[config.mk]
export PLATFORM = sky130hd
export DESIGN_NAME = dsdr_div
export DESIGN_NICKNAME = d
export VERILOG_FILES = /design/src/rtl/dsdr_pkg.sv /design/src/rtl/dsdr_div.sv
export SDC_FILE = /design/constraint.sdc
export NUM_CORES = 2
export LEC_CHECK = 0
export BUFFER_PORTS_ARGS = -buffer_cell sky130_fd_sc_hd__buf_2
export CAP_MARGIN = 10
export CORE_ASPECT_RATIO = 0.5
export CORE_MARGIN = 2
export CORE_UTILIZATION = 40
export CTS_BUF_LIST = sky130_fd_sc_hd__clkbuf_4 sky130_fd_sc_hd__clkbuf_8
export CTS_CLUSTER_SIZE = 8
export DETAILED_ROUTE_END_ITERATION = 12
export SYNTH_ARGS = -nofsm -noshare
export SYNTH_HDL_FRONTEND = slang
export SYNTH_SLANG_ARGS = --single-unit
[constraint.sdc]
create_clock -name aclk -period 3.8 [get_ports aclk]
set_input_delay 0.57 -clock aclk [delete_from_list [all_inputs] [get_ports aclk]]
set_output_delay 0.57 -clock aclk [all_outputs]
set_load 0.03 [all_outputs]
[src/rtl/dsdr_pkg.sv]
// Shared types, register indexes, zone codes and widths for the differential relay.
// No dependencies.
`timescale 1ns / 1ps

package dsdr_pkg;

    localparam int PH_W    = 17;                 // phasor component incl. sum of two terminals
    localparam int SQ_W    = 34;                 // re^2 + im^2
    localparam int RAD_W   = SQ_W + 16;          // radicand, magnitude in Q8 after sqrt
    localparam int ROOT_W  = RAD_W / 2;          // magnitude width
    localparam int REM_W   = ROOT_W + 1;
    localparam int NUM_W   = ROOT_W + 1;         // m1 + m2
    localparam int DEN_W   = 16;
    localparam int LAT     = 1 + ROOT_W + 1 + NUM_W + 2;

    localparam logic [15:0] SLOPE_DEN = 16'd25600;
    localparam logic signed [31:0] BRK_MAX = 32'sh7FFF_FFFF;
    localparam logic signed [31:0] BRK_MIN = 32'sh8000_0000;

    localparam int CFG_IDX_W = 3;
    localparam logic [CFG_IDX_W-1:0] REG_NOMINAL    = 3'd0;
    localparam logic [CFG_IDX_W-1:0] REG_PICKUP_LOW  = 3'd1;
    localparam logic [CFG_IDX_W-1:0] REG_PICKUP_HIGH = 3'd2;
    localparam logic [CFG_IDX_W-1:0] REG_SLOPE_LOW   = 3'd3;
    localparam logic [CFG_IDX_W-1:0] REG_SLOPE_HIGH  = 3'd4;
    localparam logic [CFG_IDX_W-1:0] REG_BASE_LOW    = 3'd5;
    localparam logic [CFG_IDX_W-1:0] REG_BASE_HIGH   = 3'd6;

    localparam logic [2:0] ZONE_NONE     = 3'd0;
    localparam logic [2:0] ZONE_PICKUP_L = 3'd1;
    localparam logic [2:0] ZONE_SLOPE_1  = 3'd2;
    localparam logic [2:0] ZONE_SLOPE_2  = 3'd3;
    localparam logic [2:0] ZONE_PICKUP_H = 3'd4;

    typedef struct packed {
        logic signed [15:0] first_real;
        logic signed [15:0] first_imag;
        logic signed [15:0] second_real;
        logic signed [15:0] second_imag;
    } in_item_t;

    typedef struct packed {
        logic        trip;
        logic [2:0]  zone;
        logic [15:0] restraint;
        logic [15:0] operate;
    } out_item_t;

    typedef struct packed {
        logic [15:0] nominal_current;
        logic [15:0] pickup_low;
        logic [15:0] pickup_high;
        logic [15:0] slope_low_pct;
        logic [15:0] slope_high_pct;
        logic [15:0] base_low;
        logic [15:0] base_high;
    } cfg_t;

    localparam cfg_t CFG_RESET = '{
        nominal_current: 16'd256,
        pickup_low:      16'd77,
        pickup_high:     16'd2560,
        slope_low_pct:   16'd6400,
        slope_high_pct:  16'd20480,
        base_low:        16'd0,
        base_high:       16'd512
    };

    typedef struct packed {
        logic               busy;
        logic signed [31:0] brk1;
        logic signed [31:0] brk2;
        logic signed [31:0] brk3;
    } brk_t;

endpackage

[src/rtl/dsdr_div.sv]
// Pipelined restoring divider, one quotient bit per stage, divisor carried along.
// Depends on dsdr_pkg.
`timescale 1ns / 1ps

module dsdr_div import dsdr_pkg::*; (
    input  logic             aclk,
    input  logic             adv,
    input  logic [NUM_W-1:0] num,
    input  logic [DEN_W-1:0] den,
    output logic [NUM_W-1:0] quo
);

    logic [NUM_W-1:0] n_in    [NUM_W];
    logic [DEN_W-1:0] r_in    [NUM_W];
    logic [DEN_W-1:0] d_in    [NUM_W];
    logic [NUM_W-1:0] n_next  [NUM_W];
    logic [DEN_W-1:0] r_next  [NUM_W];
    logic [NUM_W-1:0] n_reg   [NUM_W];
    logic [DEN_W-1:0] r_reg   [NUM_W];
    logic [DEN_W-1:0] d_reg   [NUM_W];

    for (genvar k = 0; k < NUM_W; k++) begin : g_stage
        logic [DEN_W:0] t;
        logic           ge;

        if (k == 0) begin : g_first
            assign n_in[k] = num;
            assign r_in[k] = '0;
            assign d_in[k] = den;
        end else begin : g_rest
            assign n_in[k] = n_reg[k-1];
            assign r_in[k] = r_reg[k-1];
            assign d_in[k] = d_reg[k-1];
        end

        assign t         = {r_in[k], n_in[k][NUM_W-1]};
        assign ge        = (t >= {1'b0, d_in[k]});
        assign r_next[k] = ge ? DEN_W'(t - {1'b0, d_in[k]}) : DEN_W'(t);
        assign n_next[k] = {n_in[k][NUM_W-2:0], ge};

        always_ff @(posedge aclk) begin
            if (adv) begin
                n_reg[k] <= n_next[k];
                r_reg[k] <= r_next[k];
                d_reg[k] <= d_in[k];
            end
        end
    end

    assign quo = n_reg[NUM_W-1];

endmodule

Word level (Yosys, flattened, before mapping)
Memory sizes are Yosys's and may differ from the RTL's.
Index checks and enable logic that the tools add are counted.

word-level totals
  memories kept = 3
  bits in read-only memories = 0
  input port bits = 44
  output and inout bits = 26
  word-level logic and storage cells = 83
  latch bits = 0
  register bits after elaboration = 0
  RAM bits = 1508

memory list
  memory  words  width  read ports  clocked after memory_dff  write ports  RTL line        source
  n_reg   26     26     26          0                         26           dsdr_div.sv:18  logic [NUM_W-1:0] n_reg [NUM_W];
  d_reg   26     16     25          0                         26           dsdr_div.sv:20  logic [DEN_W-1:0] d_reg [NUM_W];
  r_reg   26     16     25          0                         26           dsdr_div.sv:19  logic [DEN_W-1:0] r_reg [NUM_W];

cells by class
  $add $sub $neg = 26
  muxes and demuxes = 28
  shift operators = 0
  equality and inequality tests = 0
  bitwise logic cells = 0
  div/mod/pow operators = 0
  magnitude comparators = 26
  reduce and logical (&&, ||, !) cells = 0
  multipliers = 0

operator list
  kind                                              number
  17-bit by 16-bit >= comparator with 1-bit output  25
  16-bit 2-to-1 mux                                 26
  16-bit subtractor                                 25
  1-bit by 16-bit >= comparator with 1-bit output   1
  1-bit by 16-bit subtractor with 16-bit output     1
  1-bit 2-to-1 mux                                  2

Longest topological paths before layout
An unclocked memory read counts as a cell.

  depth in word-level cells = 3
  gate-level depth with buffers = 12
  mapped depth without buffers = 11

Worst setup path after synthesis
No wires, ideal clock.

  path kind = register to register
  from = memory r_reg[11][2], in the netlist r_reg[0][178]
  to = memory r_reg[12][8], in the netlist r_reg[0][200] (data pin)
  required time = 3.540 ns
  path buffers = 1
  period minus slack after synthesis = 3.161 ns
  arrival time = 2.902 ns
  slack = 0.639 ns
  setup time = 0.260 ns
  cell stages (with the launch flop) = 11
  path through = edfxtp_1 -> ha_1 -> a21oi_1 -> nor3b_1 -> a21oi_1 -> nor2_1 -> o21ai_0 -> a21o_1 -> o41ai_2 -> buf_6 -> mux2_2

RTL lines
  element      RTL line
  from (decl)  dsdr_div.sv:19

==> results.py <==
metrics = {
    "synthesis": {
        "synth_seq_area_share_pct": 65.3,
        "synth_area_um2": 67800,
        "yosys.cell_count.top_type": "edfxtp_1",
        "netlist_top_cells_count": "edfxtp_1, inv_1, ha_1",
        "synthArstFlopShare_pct": 0,
        "synth_top_flop_cell": "edfxtp_1",
        "syn_avg_cell_area_um2": 13.6,
        "synth_cell_types": 77,
        "synth_warnings": 0,
        "netlist_instances": 4979,
        "syn-num-nets": 5449,
        "yosys-top-cells-area": "edfxtp_1, ha_1, mux2_2, inv_1, o21ai_0",
        "synth_top_area_share_pct": 65.3,
        "ys_ff_latch": 1476,
        "yosysTopAreaCell": "edfxtp_1",
        "synth_edf_count": 1476,
    },
    "power_and_ir_drop": {
        "pwr-share-seq_pct": 41.6,
        "power_switching_uw": 19400,
        "p_leak_uw": 0.0292,
        "swShare_pct": 33.4,
        "max-vdd-ir-drop_mv": 0.347,
        "power_frac_comb_pct": 37.4,
        "pwr-share-clk_pct": 21.0,
        "p_int_uw": 38700,
        "power.density_nw_per_um2": 763,
    },
    "run_status": {
        "status": "complete, no violations",
    },
    "setup_path": {
        "cpMostUsedCell": "o21ai_0",
        "crit_type": "register to register",
        "crit_buf_inv": 2,
        "reg2reg_depth": 11,
        "setup.worst_path.end_class": "register",
        "r2r-end": "r_reg[0][101]",
        "critPathSlowestCell": "o21ai_0",
        "r2r-start": "d_reg[0][81]",
        "path_cells": "inv_1 > ha_1 > nor2b_1 > o31ai_1 > a21oi_1 > o211ai_1 > o21ai_0 > o21ai_0 > nand2_1 > buf_4 > mux2_2",
        "crit_arrival_ps": 4300,
        "cp-startpoint": "d_reg[0][81]",
        "critPathTopFamily": "compound AO/OA/AOI/OAI gates",
        "cp_data_required_time_ps": 4410,
        "startpoint_type": "register",
        "r2r_slack_ps": 110,
        "critPathMaxStageDelay_ps": 730,
        "cp_max_fo": 17,
    },
    "clock_tree": {
        "clock_path_buffers": 4,
        "clock_latency_ps": 940,
        "post_cts_resized": 0,
        "cts_setup_buffers": 0,
        "cts_tree": "yes",
        "clkSlewWorstSetupHoldPaths_ps": 60,
        "cts.sinks": 1476,
        "cts_buffers": 228,
        "htree_levels": 4,
        "cts-root-buf": "clkbuf_8",
    },
    "timing": {
        "rsz0062_at_grt": "false",
        "clock-skew-final_ps": 84.7,
        "timing_hold_violations_final": 0,
        "fin_crit_sh_pct": 97.0,
        "timing.fmax_ghz": 0.271,
        "period_needed_ps": 3690,
        "tightest_slew_ps": 880,
        "drv_slew": 0,
        "fin_setup_tns_ps": 0,
        "max_slew_margin_pct": 40.7,
        "finalSetupViolCount": 0,
    },
    "cells_and_area": {
        "regArea_um2": 44300,
        "final_util_pct": 45.4,
        "nets": 5814,
        "largest_reg_flops": 676,
        "multi_input_area_um2": 21400,
        "areaGrowthSynthToFinish_pct": 12.3,
        "fillCellCount": 14748,
        "drive_above_1_share_pct": 12.6,
    },
    "drt": {
        "drt-pass1-iter-count": 7,
        "vias_per_cell": 5.05,
        "detail-route-antenna-nets": 0,
        "drcViolationCount": 0,
        "drt_iter0_markers": 2339,
        "wl_per_cell_um": 16.6,
        "num_vias": 39010,
        "wl_um": 128000,
    },
    "hold_path": {
        "min_from": "adv",
        "hold_path_end": "r_reg[0][52]",
        "hold_path_class": "primary input to register",
        "hold_path_depth": 1,
    },
    "grt": {
        "grt_max_degree": 106,
        "grt_pass1_vias": 40211,
        "antenna_found_initial": 1,
        "grt.total_usage_pct": 14.7,
        "grt-ovfl-total": 0,
        "grt_pass1_wl_um": 206000,
    },
    "placed_design": {
        "numPortBuffers": 69,
        "routabilityCongestion": 0.886,
        "dp_hpwl_um": 89600,
    },
    "die": {
        "dieArea_um2": 173000,
        "fp.dieW_um": 586,
        "core_um2": 168000,
        "initial_core_util_pct": 40.4,
        "dieHeight_um": 295,
        "row_count": 106,
        "io_pins": 70,
    },
    "flow_run": {
        "max_cap_viol_count": 0,
    },
}
==> worst reg2reg max path, stage by stage, from the launching register on <==
cell and delay (ps):
edfxtp_1 430, inv_1 70, ha_1 320, nor2b_1 200
o31ai_1 140, a21oi_1 280, o211ai_1 190, o21ai_0 740
o21ai_0 300, nand2_1 120, buf_4 270, mux2_2 380
==> layout by cell type, fill, tap and decap left out, types with 14 or more instances in the layout <==
cell type      count
edfxtp_1        1476
inv_1            513
ha_1             402
o21ai_0          330
nand2_1          324
nor2_1           259
a21oi_1          251
clkbuf_8         231
mux2_2           177
xnor2_1          150
xor2_1           106
nor3_1            79
o21a_1            77
clkbuf_4          68
buf_2             68
nand3_1           66
nor2b_1           64
nand2b_1          62
buf_4             57
nand4_1           51
o31a_1            45
a21o_1            42
dlygate4sd3_1     42
mux2i_1           33
o211ai_1          29
o31ai_1           28
buf_12            28
or3_1             27
clkinv_1          26
fa_1              24
a21boi_0          23
a211oi_1          22
a31oi_1           18
and3_1            18
o41ai_1           17
a211o_1           17
o21bai_1          17
and2_1            16
or2_2             15
nor4_1            14
==> metal layers <==
metal / global-route usage [%] / vias to the layer above / part of all wire [%]
met5: 0 / - / 0
met4: 5.95 / 0 / 3.5
met3: 2.89 / 331 / 4.1
met2: 26.4 / 741 / 50
met1: 17.3 / 18742 / 42
li1: - / 19196 / -
==> worst max-delay path by stage <==
stage | endpoint | cells after the start
floorplan | r_reg[0][200] | 10
global placement | r_reg[0][104] | 11
detailed placement | r_reg[0][100] | 11
CTS | r_reg[0][100] | 11
global route | r_reg[0][103] | 11
finish | r_reg[0][101] | 11
==> cells by family after synthesis <==
family,synth area share [%]
DFF,65.3
and+or+nand+nor,7.10
AOI/OAI and AO/OA,9.42
buffers and inverters,3.23
adders and majority gates,8.12
xor gates and xnor gates,3.31
muxes,3.47
==> final cells by class <==
class                      count  share of cell area (%)
sequential                  1476                    58.2
multi-input combinational   2929                    28.1
clock buffer                 299                    4.84
tap                         2268                    3.73
inverter                     513                    2.53
timing repair buffer         196                    2.32
clock inverter                39                   0.312
antenna                        2                 0.00657
==> through the flow <==
stage / setup slack [ps] / std cells / instance area [µm²] / hold slack (ps) / power [µW]
CTS: 256 / 7719 / 76100 / 68.5 / 58700
finish: 114 / 7722 / 76200 / 209 / 58100
global placement: 307 / 7339 / 71800 / 400 / 45400
detailed placement: 278 / 7339 / 71800 / 405 / 46000
floorplan: 639 / 4979 / 67800 / 400 / 40300
global route: 61.4 / 7721 / 76200 / 114 / 62400
==> what timing repair did <==
action                                  in CTS  in global routing
hold buffers                                42                  0
endpoints found under the setup margin       0                  0
endpoints found under the hold margin       42                  0
==> power by group through the flow <==
stage          Sequential, µW  Combinational, µW  Clock (µW)
2_1_floorplan           23800              16600           0
3_3_place_gp            24500              21000           0
3_5_place_dp            24500              21500           0
4_1_cts                 24200              21700       12800
5_1_grt                 24500              24400       13500
6_report                24200              21800       12200
Power figures use the tool's default switching activity.
