===== config.mk =====
export PLATFORM = sky130hd
export DESIGN_NAME = dsdr_char
export DESIGN_NICKNAME = d
export VERILOG_FILES = /design/src/rtl/dsdr_pkg.sv /design/src/rtl/dsdr_char.sv
export SDC_FILE = /design/constraint.sdc
export NUM_CORES = 2
export LEC_CHECK = 0
export BUFFER_PORTS_ARGS = -buffer_cell sky130_fd_sc_hd__buf_4
export CORE_MARGIN = 2
export CORE_UTILIZATION = 35
export CTS_CLUSTER_SIZE = 14
export DETAILED_ROUTE_END_ITERATION = 10
export PLACE_DENSITY = 0.54
export SLEW_MARGIN = 20
export SYNTH_ARGS = -nofsm -noshare
export SYNTH_HDL_FRONTEND = slang
export SYNTH_SLANG_ARGS = --single-unit

===== constraint.sdc =====
create_clock -name aclk -period 8.43 [get_ports aclk]
set_clock_uncertainty 0.1 [all_clocks]
set_input_delay 0 -clock aclk [delete_from_list [all_inputs] [get_ports aclk]]
set_output_delay 0 -clock aclk [all_outputs]
set_load 0.01 [all_outputs]

===== src/rtl/dsdr_pkg.sv =====
// Shared types, register indexes, zone codes and widths for the differential relay.
// No dependencies.
`timescale 1ns / 1ps

package dsdr_pkg;

    localparam int PH_W    = 17;                 // phasor component incl. sum of two terminals
    localparam int SQ_W    = 34;                 // re^2 + im^2
    localparam int RAD_W   = SQ_W + 16;          // radicand, magnitude in Q8 after sqrt
    localparam int ROOT_W  = RAD_W / 2;          // magnitude width
    localparam int REM_W   = ROOT_W + 1;
    localparam int NUM_W   = ROOT_W + 1;         // m1 + m2
    localparam int DEN_W   = 16;
    localparam int LAT     = 1 + ROOT_W + 1 + NUM_W + 2;

    localparam logic [15:0] SLOPE_DEN = 16'd25600;
    localparam logic signed [31:0] BRK_MAX = 32'sh7FFF_FFFF;
    localparam logic signed [31:0] BRK_MIN = 32'sh8000_0000;

    localparam int CFG_IDX_W = 3;
    localparam logic [CFG_IDX_W-1:0] REG_NOMINAL    = 3'd0;
    localparam logic [CFG_IDX_W-1:0] REG_PICKUP_LOW  = 3'd1;
    localparam logic [CFG_IDX_W-1:0] REG_PICKUP_HIGH = 3'd2;
    localparam logic [CFG_IDX_W-1:0] REG_SLOPE_LOW   = 3'd3;
    localparam logic [CFG_IDX_W-1:0] REG_SLOPE_HIGH  = 3'd4;
    localparam logic [CFG_IDX_W-1:0] REG_BASE_LOW    = 3'd5;
    localparam logic [CFG_IDX_W-1:0] REG_BASE_HIGH   = 3'd6;

    localparam logic [2:0] ZONE_NONE     = 3'd0;
    localparam logic [2:0] ZONE_PICKUP_L = 3'd1;
    localparam logic [2:0] ZONE_SLOPE_1  = 3'd2;
    localparam logic [2:0] ZONE_SLOPE_2  = 3'd3;
    localparam logic [2:0] ZONE_PICKUP_H = 3'd4;

    typedef struct packed {
        logic signed [15:0] first_real;
        logic signed [15:0] first_imag;
        logic signed [15:0] second_real;
        logic signed [15:0] second_imag;
    } in_item_t;

    typedef struct packed {
        logic        trip;
        logic [2:0]  zone;
        logic [15:0] restraint;
        logic [15:0] operate;
    } out_item_t;

    typedef struct packed {
        logic [15:0] nominal_current;
        logic [15:0] pickup_low;
        logic [15:0] pickup_high;
        logic [15:0] slope_low_pct;
        logic [15:0] slope_high_pct;
        logic [15:0] base_low;
        logic [15:0] base_high;
    } cfg_t;

    localparam cfg_t CFG_RESET = '{
        nominal_current: 16'd256,
        pickup_low:      16'd77,
        pickup_high:     16'd2560,
        slope_low_pct:   16'd6400,
        slope_high_pct:  16'd20480,
        base_low:        16'd0,
        base_high:       16'd512
    };

    typedef struct packed {
        logic               busy;
        logic signed [31:0] brk1;
        logic signed [31:0] brk2;
        logic signed [31:0] brk3;
    } brk_t;

endpackage


===== src/rtl/dsdr_char.sv =====
// Characteristic breakpoint sequencer: recomputes the three breaks after reset or a write,
// with a shared multiplier pair and a bit-serial divider. Depends on dsdr_pkg.
`timescale 1ns / 1ps

module dsdr_char import dsdr_pkg::*; (
    input  logic aclk,
    input  logic aresetn,
    input  logic cfg_we,
    input  cfg_t cfg,
    output brk_t brk
);

    localparam logic [2:0] ST_IDLE  = 3'd0;
    localparam logic [2:0] ST_MUL   = 3'd1;
    localparam logic [2:0] ST_LOAD  = 3'd2;
    localparam logic [2:0] ST_DIV   = 3'd3;
    localparam logic [2:0] ST_STORE = 3'd4;

    localparam logic [1:0] JOB_BRK1 = 2'd0;
    localparam logic [1:0] JOB_BRK2 = 2'd1;
    localparam logic [1:0] JOB_BRK3 = 2'd2;

    logic [2:0]         state_reg, state_next;
    logic [1:0]         job_reg, job_next;
    logic [4:0]         cnt_reg, cnt_next;
    logic [31:0]        pa_reg, pa_next;
    logic [31:0]        pb_reg, pb_next;
    logic signed [16:0] den_reg, den_next;
    logic [15:0]        off_reg, off_next;
    logic               zero_reg, zero_next;
    logic               neg_reg, neg_next;
    logic [31:0]        dvd_reg, dvd_next;
    logic [15:0]        rem_reg, rem_next;
    logic [15:0]        dsr_reg, dsr_next;
    logic signed [31:0] brk1_reg, brk1_next;
    logic signed [31:0] brk2_reg, brk2_next;
    logic signed [31:0] brk3_reg, brk3_next;

    logic [15:0]        ma1, ma2, mb1, mb2;
    logic signed [33:0] num;
    logic signed [33:0] num_abs;
    logic signed [16:0] den_abs;
    logic [16:0]        t;
    logic               ge;
    logic signed [34:0] q_s;
    logic signed [34:0] q_sum;
    logic signed [31:0] q_sat;

    always_comb begin
        ma1 = cfg.pickup_low;
        ma2 = SLOPE_DEN;
        mb1 = '0;
        mb2 = '0;
        case (job_reg)
            JOB_BRK2: begin
                ma1 = cfg.slope_low_pct;
                ma2 = cfg.base_low;
                mb1 = cfg.slope_high_pct;
                mb2 = cfg.base_high;
            end
            JOB_BRK3: begin
                ma1 = cfg.pickup_high;
            end
            default: begin
            end
        endcase
    end

    assign num     = $signed({2'b00, pa_reg}) - $signed({2'b00, pb_reg});
    assign num_abs = num[33] ? -num : num;
    assign den_abs = den_reg[16] ? -den_reg : den_reg;
    assign t       = {rem_reg, dvd_reg[31]};
    assign ge      = (t >= {1'b0, dsr_reg});

    always_comb begin
        q_s = $signed({3'b000, dvd_reg});
        if (neg_reg) begin
            q_s = -($signed({3'b000, dvd_reg}) + 35'(rem_reg != '0));
        end
        q_sum = q_s + $signed({19'b0, off_reg});
        if (zero_reg || q_sum > 35'(BRK_MAX)) begin
            q_sat = BRK_MAX;
        end else if (q_sum < 35'(BRK_MIN)) begin
            q_sat = BRK_MIN;
        end else begin
            q_sat = q_sum[31:0];
        end
    end

    always_comb begin
        state_next = state_reg;
        job_next   = job_reg;
        cnt_next   = cnt_reg;
        pa_next    = pa_reg;
        pb_next    = pb_reg;
        den_next   = den_reg;
        off_next   = off_reg;
        zero_next  = zero_reg;
        neg_next   = neg_reg;
        dvd_next   = dvd_reg;
        rem_next   = rem_reg;
        dsr_next   = dsr_reg;
        brk1_next  = brk1_reg;
        brk2_next  = brk2_reg;
        brk3_next  = brk3_reg;
        case (state_reg)
            ST_MUL: begin
                pa_next = 32'(ma1) * 32'(ma2);
                pb_next = 32'(mb1) * 32'(mb2);
                case (job_reg)
                    JOB_BRK2: begin
                        den_next  = $signed({1'b0, cfg.slope_low_pct})
                                  - $signed({1'b0, cfg.slope_high_pct});
                        off_next  = '0;
                        zero_next = (cfg.slope_low_pct == cfg.slope_high_pct);
                    end
                    JOB_BRK3: begin
                        den_next  = $signed({1'b0, cfg.slope_high_pct});
                        off_next  = cfg.base_high;
                        zero_next = (cfg.slope_high_pct == '0);
                    end
                    default: begin
                        den_next  = $signed({1'b0, cfg.slope_low_pct});
                        off_next  = cfg.base_low;
                        zero_next = (cfg.slope_low_pct == '0);
                    end
                endcase
                state_next = ST_LOAD;
            end
            ST_LOAD: begin
                dvd_next   = num_abs[31:0];
                dsr_next   = den_abs[15:0];
                rem_next   = '0;
                neg_next   = num[33] ^ den_reg[16];
                cnt_next   = '0;
                state_next = ST_DIV;
            end
            ST_DIV: begin
                rem_next = ge ? 16'(t - {1'b0, dsr_reg}) : t[15:0];
                dvd_next = {dvd_reg[30:0], ge};
                cnt_next = cnt_reg + 5'd1;
                if (cnt_reg == '1) begin
                    state_next = ST_STORE;
                end
            end
            ST_STORE: begin
                case (job_reg)
                    JOB_BRK2: brk2_next = q_sat;
                    JOB_BRK3: brk3_next = q_sat;
                    default:  brk1_next = q_sat;
                endcase
                if (job_reg == JOB_BRK3) begin
                    state_next = ST_IDLE;
                end else begin
                    job_next   = job_reg + 2'd1;
                    state_next = ST_MUL;
                end
            end
            default: begin
                state_next = ST_IDLE;
            end
        endcase
        if (cfg_we) begin
            state_next = ST_MUL;
            job_next   = JOB_BRK1;
        end
    end

    always_ff @(posedge aclk) begin
        if (!aresetn) begin
            state_reg <= ST_MUL;
            job_reg   <= JOB_BRK1;
            cnt_reg   <= '0;
        end else begin
            state_reg <= state_next;
            job_reg   <= job_next;
            cnt_reg   <= cnt_next;
        end
    end

    always_ff @(posedge aclk) begin
        pa_reg   <= pa_next;
        pb_reg   <= pb_next;
        den_reg  <= den_next;
        off_reg  <= off_next;
        zero_reg <= zero_next;
        neg_reg  <= neg_next;
        dvd_reg  <= dvd_next;
        rem_reg  <= rem_next;
        dsr_reg  <= dsr_next;
        brk1_reg <= brk1_next;
        brk2_reg <= brk2_next;
        brk3_reg <= brk3_next;
    end

    assign brk.busy = (state_reg != ST_IDLE);
    assign brk.brk1 = brk1_reg;
    assign brk.brk2 = brk2_reg;
    assign brk.brk3 = brk3_reg;

endmodule


## Word-level counts from Yosys, hierarchy flattened

Index checks and enable logic that the tools add are counted.

- Bits in registers: 269
- Bits in latches: 0
- RAM bits: 0
- Bits in read-only memories: 0
- Output and inout bits: 97
- Word-level logic and storage cells: 74
- Memories kept: 0

- $add $sub $neg: 10
- Multipliers: 2
- Divide/modulo/power cells: 0
- Order comparisons: 3
- Equal/unequal tests: 9
- Shift operators: 0
- Multiplexer cells: 19
- Bitwise gates (word level): 4
- Reductions and logical operators: 12

Operators with widths:

| kind | count |
|---|---|
| two-way mux 32 bit | 3 |
| one-hot mux 16 bit (2 select lines) | 3 |
| two-way mux 16 bit | 5 |
| multiplier 16 x 16 -> 32 bit | 2 |
| one-hot mux 32 bit (2 select lines) | 1 |
| adder 35 x 17 -> 35 bit | 1 |
| > comparator 35 x 32 -> 1 bit (second input constant) | 1 |
| less-than comparator 35 x 32 -> 1 bit (second input constant) | 1 |
| two-way mux 35 bit | 1 |
| negator 33 -> 35 bit | 1 |
| one-hot mux 17 bit (2 select lines) | 1 |
| adder 32 x 1 -> 33 bit | 1 |
| subtractor 32 x 32 -> 33 bit | 1 |
| zero test 16 bit | 2 |
| negator 32 bit | 1 |
| greater-or-equal comparator 17 x 16 -> 1 bit | 1 |
| subtractor 16 x 16 -> 17 bit | 1 |
| equality test 16 bit | 1 |
| negator 16 bit | 1 |
| nonzero test 16 bit | 1 |
| subtractor 16 bit | 1 |
| one-hot mux 3 bit (4 select lines) | 1 |
| one-hot mux 5 bit (2 select lines) | 1 |
| AND reduction 2 bit | 4 |
| 18 further kinds | 22 |

## Depth between registers and ports, before layout

- Word-level depth: 8
- Depth in mapped cells: 32
- Mapped depth without buffers: 30

## Least setup slack after synthesis

Ideal clock, no wire load.

- Kind: register to register
- From: register state_reg[0]
- To: register den_reg[0] (enable)
- Data arrival time: 7.717 ns
- Required time: 7.636 ns
- Path slack: -0.081 ns
- Cell stages (with the launch flop): 3
- Path buffers: 1
- Path through: dfxtp_1 > clkbuf_1 > nor3b_1

- Word-level cells in the longest chain between the ends: 1

Ends and longest elaborated chain:

| item | line | source |
|---|---|---|
| start: declaration | dsdr_char.sv:23 | `logic [2:0] state_reg, state_next;` |
| start signal: assignment | dsdr_char.sv:175 | `state_reg <= state_next;` |
| equality test 3 x 1 -> 1 bit | dsdr_char.sv:106 | `case (state_reg)` |
| end signal: assignment | dsdr_char.sv:184 | `den_reg <= den_next;` |
| end: declaration | dsdr_char.sv:28 | `logic signed [16:0] den_reg, den_next;` |

Every way passes these cells.
A chain may end at the register's enable or synchronous reset.

## Worst setup path after layout

- From: register job_reg[0]
- To: register pa_reg[30] (data pin)

- Word-level cells in the longest chain between the ends: 3
- Elaborated cells on any way between the ends: 5
- Classes of those cells: 1 x mul; 2 x eq/ne; 2 x mux

Ends and longest elaborated chain:

| item | line | source |
|---|---|---|
| start: declaration | dsdr_char.sv:24 | `logic [1:0] job_reg, job_next;` |
| start signal: assignment | dsdr_char.sv:176 | `job_reg <= job_next;` |
| equality test 2 bit or equality test 2 x 1 -> 1 bit (tied branches) | dsdr_char.sv:54 | `case (job_reg)` |
| one-hot mux 16 bit (2 select lines) or two-way mux 16 bit (tied branches) | dsdr_char.sv:54 |  |
| multiplier 16 x 16 -> 32 bit (*) | dsdr_char.sv:108 | `pa_next = 32'(ma1) * 32'(ma2);` |
| end signal: assignment | dsdr_char.sv:182 | `pa_reg <= pa_next;` |
| end: declaration | dsdr_char.sv:26 | `logic [31:0] pa_reg, pa_next;` |

Every way passes the cells marked *; elsewhere a longest branch is shown, timed or not.

==> impl_metrics.yaml <==
synth:
  seq_area_frac_synth_pct: 22.9
  synth_top_area_cell: "fa_1"
  synth_top_cell_area_share_pct: 22.6
  synth_enable_flop_cells: 259
  dominantRegCellSynth: "edfxtp_1"
  syn_area_um2: 34800
  mappedNetlistNets: 4630
  syn_inst: 3794
  synth_area_leaders: "fa_1 (23%), edfxtp_1 (22%), ha_1 (12%), inv_1 (6.7%), nand2_1 (5.2%)"
  yosysUniqueCellTypes: 95
  syn_area_per_cell_um2: 9.16
  async_reset_ff_share_pct: 0
  synth-seq-cells: 269
  yosys_warnings: 0
grt:
  grt_pass1_wl_um: 156000
  grt_pass1_vias: 27000
  grt_usage_pct: 19.6
  antenna_found_initial: 1
  grt_max_degree: 84
  grt-ovfl-total: 0
clock_network:
  cts-root-buf: "clkbuf_16"
  cts.path.max_buffers: 3
  htreeDepth: 1
  numClockSinks: 269
  ctsResizeCount: 0
  clk_latency_ns: 0.60
  cts_tree: "built"
  clkTransAtPathRegs_ns: 0.07
  cts_buffers: 31
timing:
  hold_viol_final: 0
  maxSlewHeadroom_pct: 31.1
  worst_slew_pin_slew_ns: 1.02
  max_freq_ghz: 0.127
  rsz0062_at_grt: "false"
  setup_tns_ns: 0
  slew_violations: 0
  period_share_pct: 93.5
  setup_viol: 0
  period_minus_slack_ns: 7.88
critical_path:
  crit_type: "flop to flop"
  r2r_cells: 31
  required_ns: 8.68
  cp_slowest_cell: "ha_4"
  path_common_cell: "inv_1"
  r2r_setup_slack_ns: 0.55
  crit_path_max_incr_delay_ns: 0.55
  path_buf_inv: 9
  start_kind: "flop"
  critPathTopFamily: "adder cells"
  cp.arrival_ns: 8.13
  critPathCapture: "pa_reg[30]"
  crit_cells: 31
  worstPathMaxFanout: 49
  r2r-start: "job_reg[0]"
  endpoint_kind: "flop"
  worstReg2RegEnd: "pa_reg[30]"
  cp-startpoint: "job_reg[0]"
route:
  dr_total_vias: 26900
  dr.pass1.iters: 5
  ant_nets: 0
  drc: 0
  drt_wl_total_um: 99900
  viasPerCell: 5.10
  avgRoutedWirePerCell_um: 18.9
  drt_iter0_drc: 2050
floorplan:
  fp-row-count: 115
  start_util_pct: 35.3
  dieArea_um2: 102000
  die_h_um: 319
  core_um2: 98400
  die_w_um: 319
  io_pins: 212
place:
  portBuffers: 195
  dpl.hpwl_um: 80300
  gp_congestion: 0.950
cells_and_area:
  post-route-util_pct: 39.8
  drive_above_1_share_pct: 9.59
  synthToLayoutAreaGrowth_pct: 12.8
  fin_nets: 4797
worst_hold_path:
  hp-class: "input pin to flop"
status:
  status: "finished clean"
power_and_ir_drop:
  ir_drop_uv: 169
  p_per_area_nw_per_um2: 162
  power_leakage_nw: 18.1
job:
  max_cap_violations: 0
-- report_power, final --
| part | internal, mW | switching [mW] |
|---|---|---|
| registers | 1.73 | 0.104 |
| logic | 1.24 | 1.87 |
| clock network | 0.835 | 0.576 |
| total | 3.81 | 2.55 |
-- stage by stage --
stage                     hold slack (ns)  power [mW]  setup WS, ns  std cells  area, um2
after CTS                         0.00409        6.38         0.483       5271      39200
after global placement              0.170        4.90         0.531       5166      37600
final                              0.0253        6.35         0.550       5273      39200
after detailed placement            0.181        4.92         0.516       5166      37600
after global routing               0.0198        6.80        0.0360       5272      39200
after floorplan                    0.0217        4.16          1.02       3794      34800
-- logic make-up after synthesis --
family | count (synthesis) | share of synthesized area, %
adders and majority gates | 721 | 34.4
DFF | 269 | 22.9
muxes | 28 | 0.828
AOI/OAI and AO/OA | 635 | 12.6
xor gates and xnor gates | 182 | 4.58
and+or+nand+nor | 1174 | 16.0
buffers and inverters | 785 | 8.64
-- final cells by class --
class                      count  area, um2
fill                        9966      59200
multi-input combinational   2740      23800
sequential                   269       7980
timing repair buffer         297       2380
inverter                     622       2330
tap                         1287       1610
clock buffer                  35        791
clock inverter                22        274
antenna                        1       2.50
-- layer usage --
layer / routed length, um / vias to the layer above / GRT usage, %
li1: - / 13000 / -
met1: 46200 / 13000 / 27.6
met2: 43400 / 790 / 30.6
met3: 7220 / 116 / 3.51
met4: 3000 / 0 / 5.64
met5: 0 / - / 0
-- placed cells by master, fill, tap and decap left out, types with 8 or more instances in the layout --
master	count
nand2_1	481
fa_1	392
dlygate4sd3_1	48
o211ai_2	31
nand2b_1	29
a21oi_1	166
xor2_1	57
nor4_1	19
a221oi_1	8
nor3_1	40
a21o_1	58
o211ai_1	11
ha_1	327
nor2_1	259
o221ai_1	11
xnor2_1	125
o21bai_1	22
a22oi_1	21
or3_1	16
and2_1	37
a31o_2	9
clkbuf_16	31
buf_4	247
a211oi_1	17
and3_1	123
inv_1	620
a21boi_0	14
o21ai_0	120
o21ai_1	14
or2_2	10
o31ai_1	13
a31oi_1	15
edfxtp_1	259
nand3_1	48
nand4_1	29
o21a_1	39
mux2i_1	25
dfxtp_1	10
nor2b_1	27
-- Yosys cell counts (13+ instances only) --
cell and instances:
a21boi_0 14, ha_1 329, xor2_1 57, nor4_1 19
mux2i_1 25, and3_1 126, a31oi_1 15, nand2b_1 29
nand2_1 482, nor2_1 259, a211oi_1 17, nand3_1 48
buf_1 13, a22oi_1 21, xnor2_1 125, nor3_1 40
nand4_1 29, a21o_1 58, edfxtp_1 259, o21bai_1 22
or3_1 16, clkbuf_1 136, nor2b_1 27, and2_1 37
o21a_1 39, o21ai_1 14, inv_1 621, fa_1 392
o31ai_1 13, a21oi_1 166, o21ai_0 120, o211ai_2 32
-- worst reg2reg max path: cells and delay by family, from the launching register on --
family | cells | cell delay, ns
adder cells (fa/ha/maj) | 8 | 3.90
AO/OA/AOI/OAI | 10 | 1.79
buffers and inverters | 9 | 0.87
AND/OR/NAND/NOR | 3 | 0.47
flip-flops | 1 | 0.41
XOR/XNOR | 1 | 0.08
-- worst min-delay path by stage --
stage          startpoint         end  slack (ns)  depth (start not counted)
4_1_cts            cfg[4]  off_reg[4]       0.004                          3
3_5_place_dp      aresetn  cnt_reg[0]        0.18                          2
5_1_grt            cfg[5]  off_reg[5]        0.02                          3
3_3_place_gp      aresetn  cnt_reg[2]        0.17                          2
6_report           cfg[4]  off_reg[4]        0.03                          3
2_1_floorplan     aresetn  cnt_reg[0]        0.02                          1
-- timing repair --
action | in CTS | in global routing
hold buffers | 48 | 0
setup endpoints to repair | 0 | 1
hold endpoints to repair | 48 | 0
setup buffers | 0 | 1
Power figures use the tool's default switching activity.
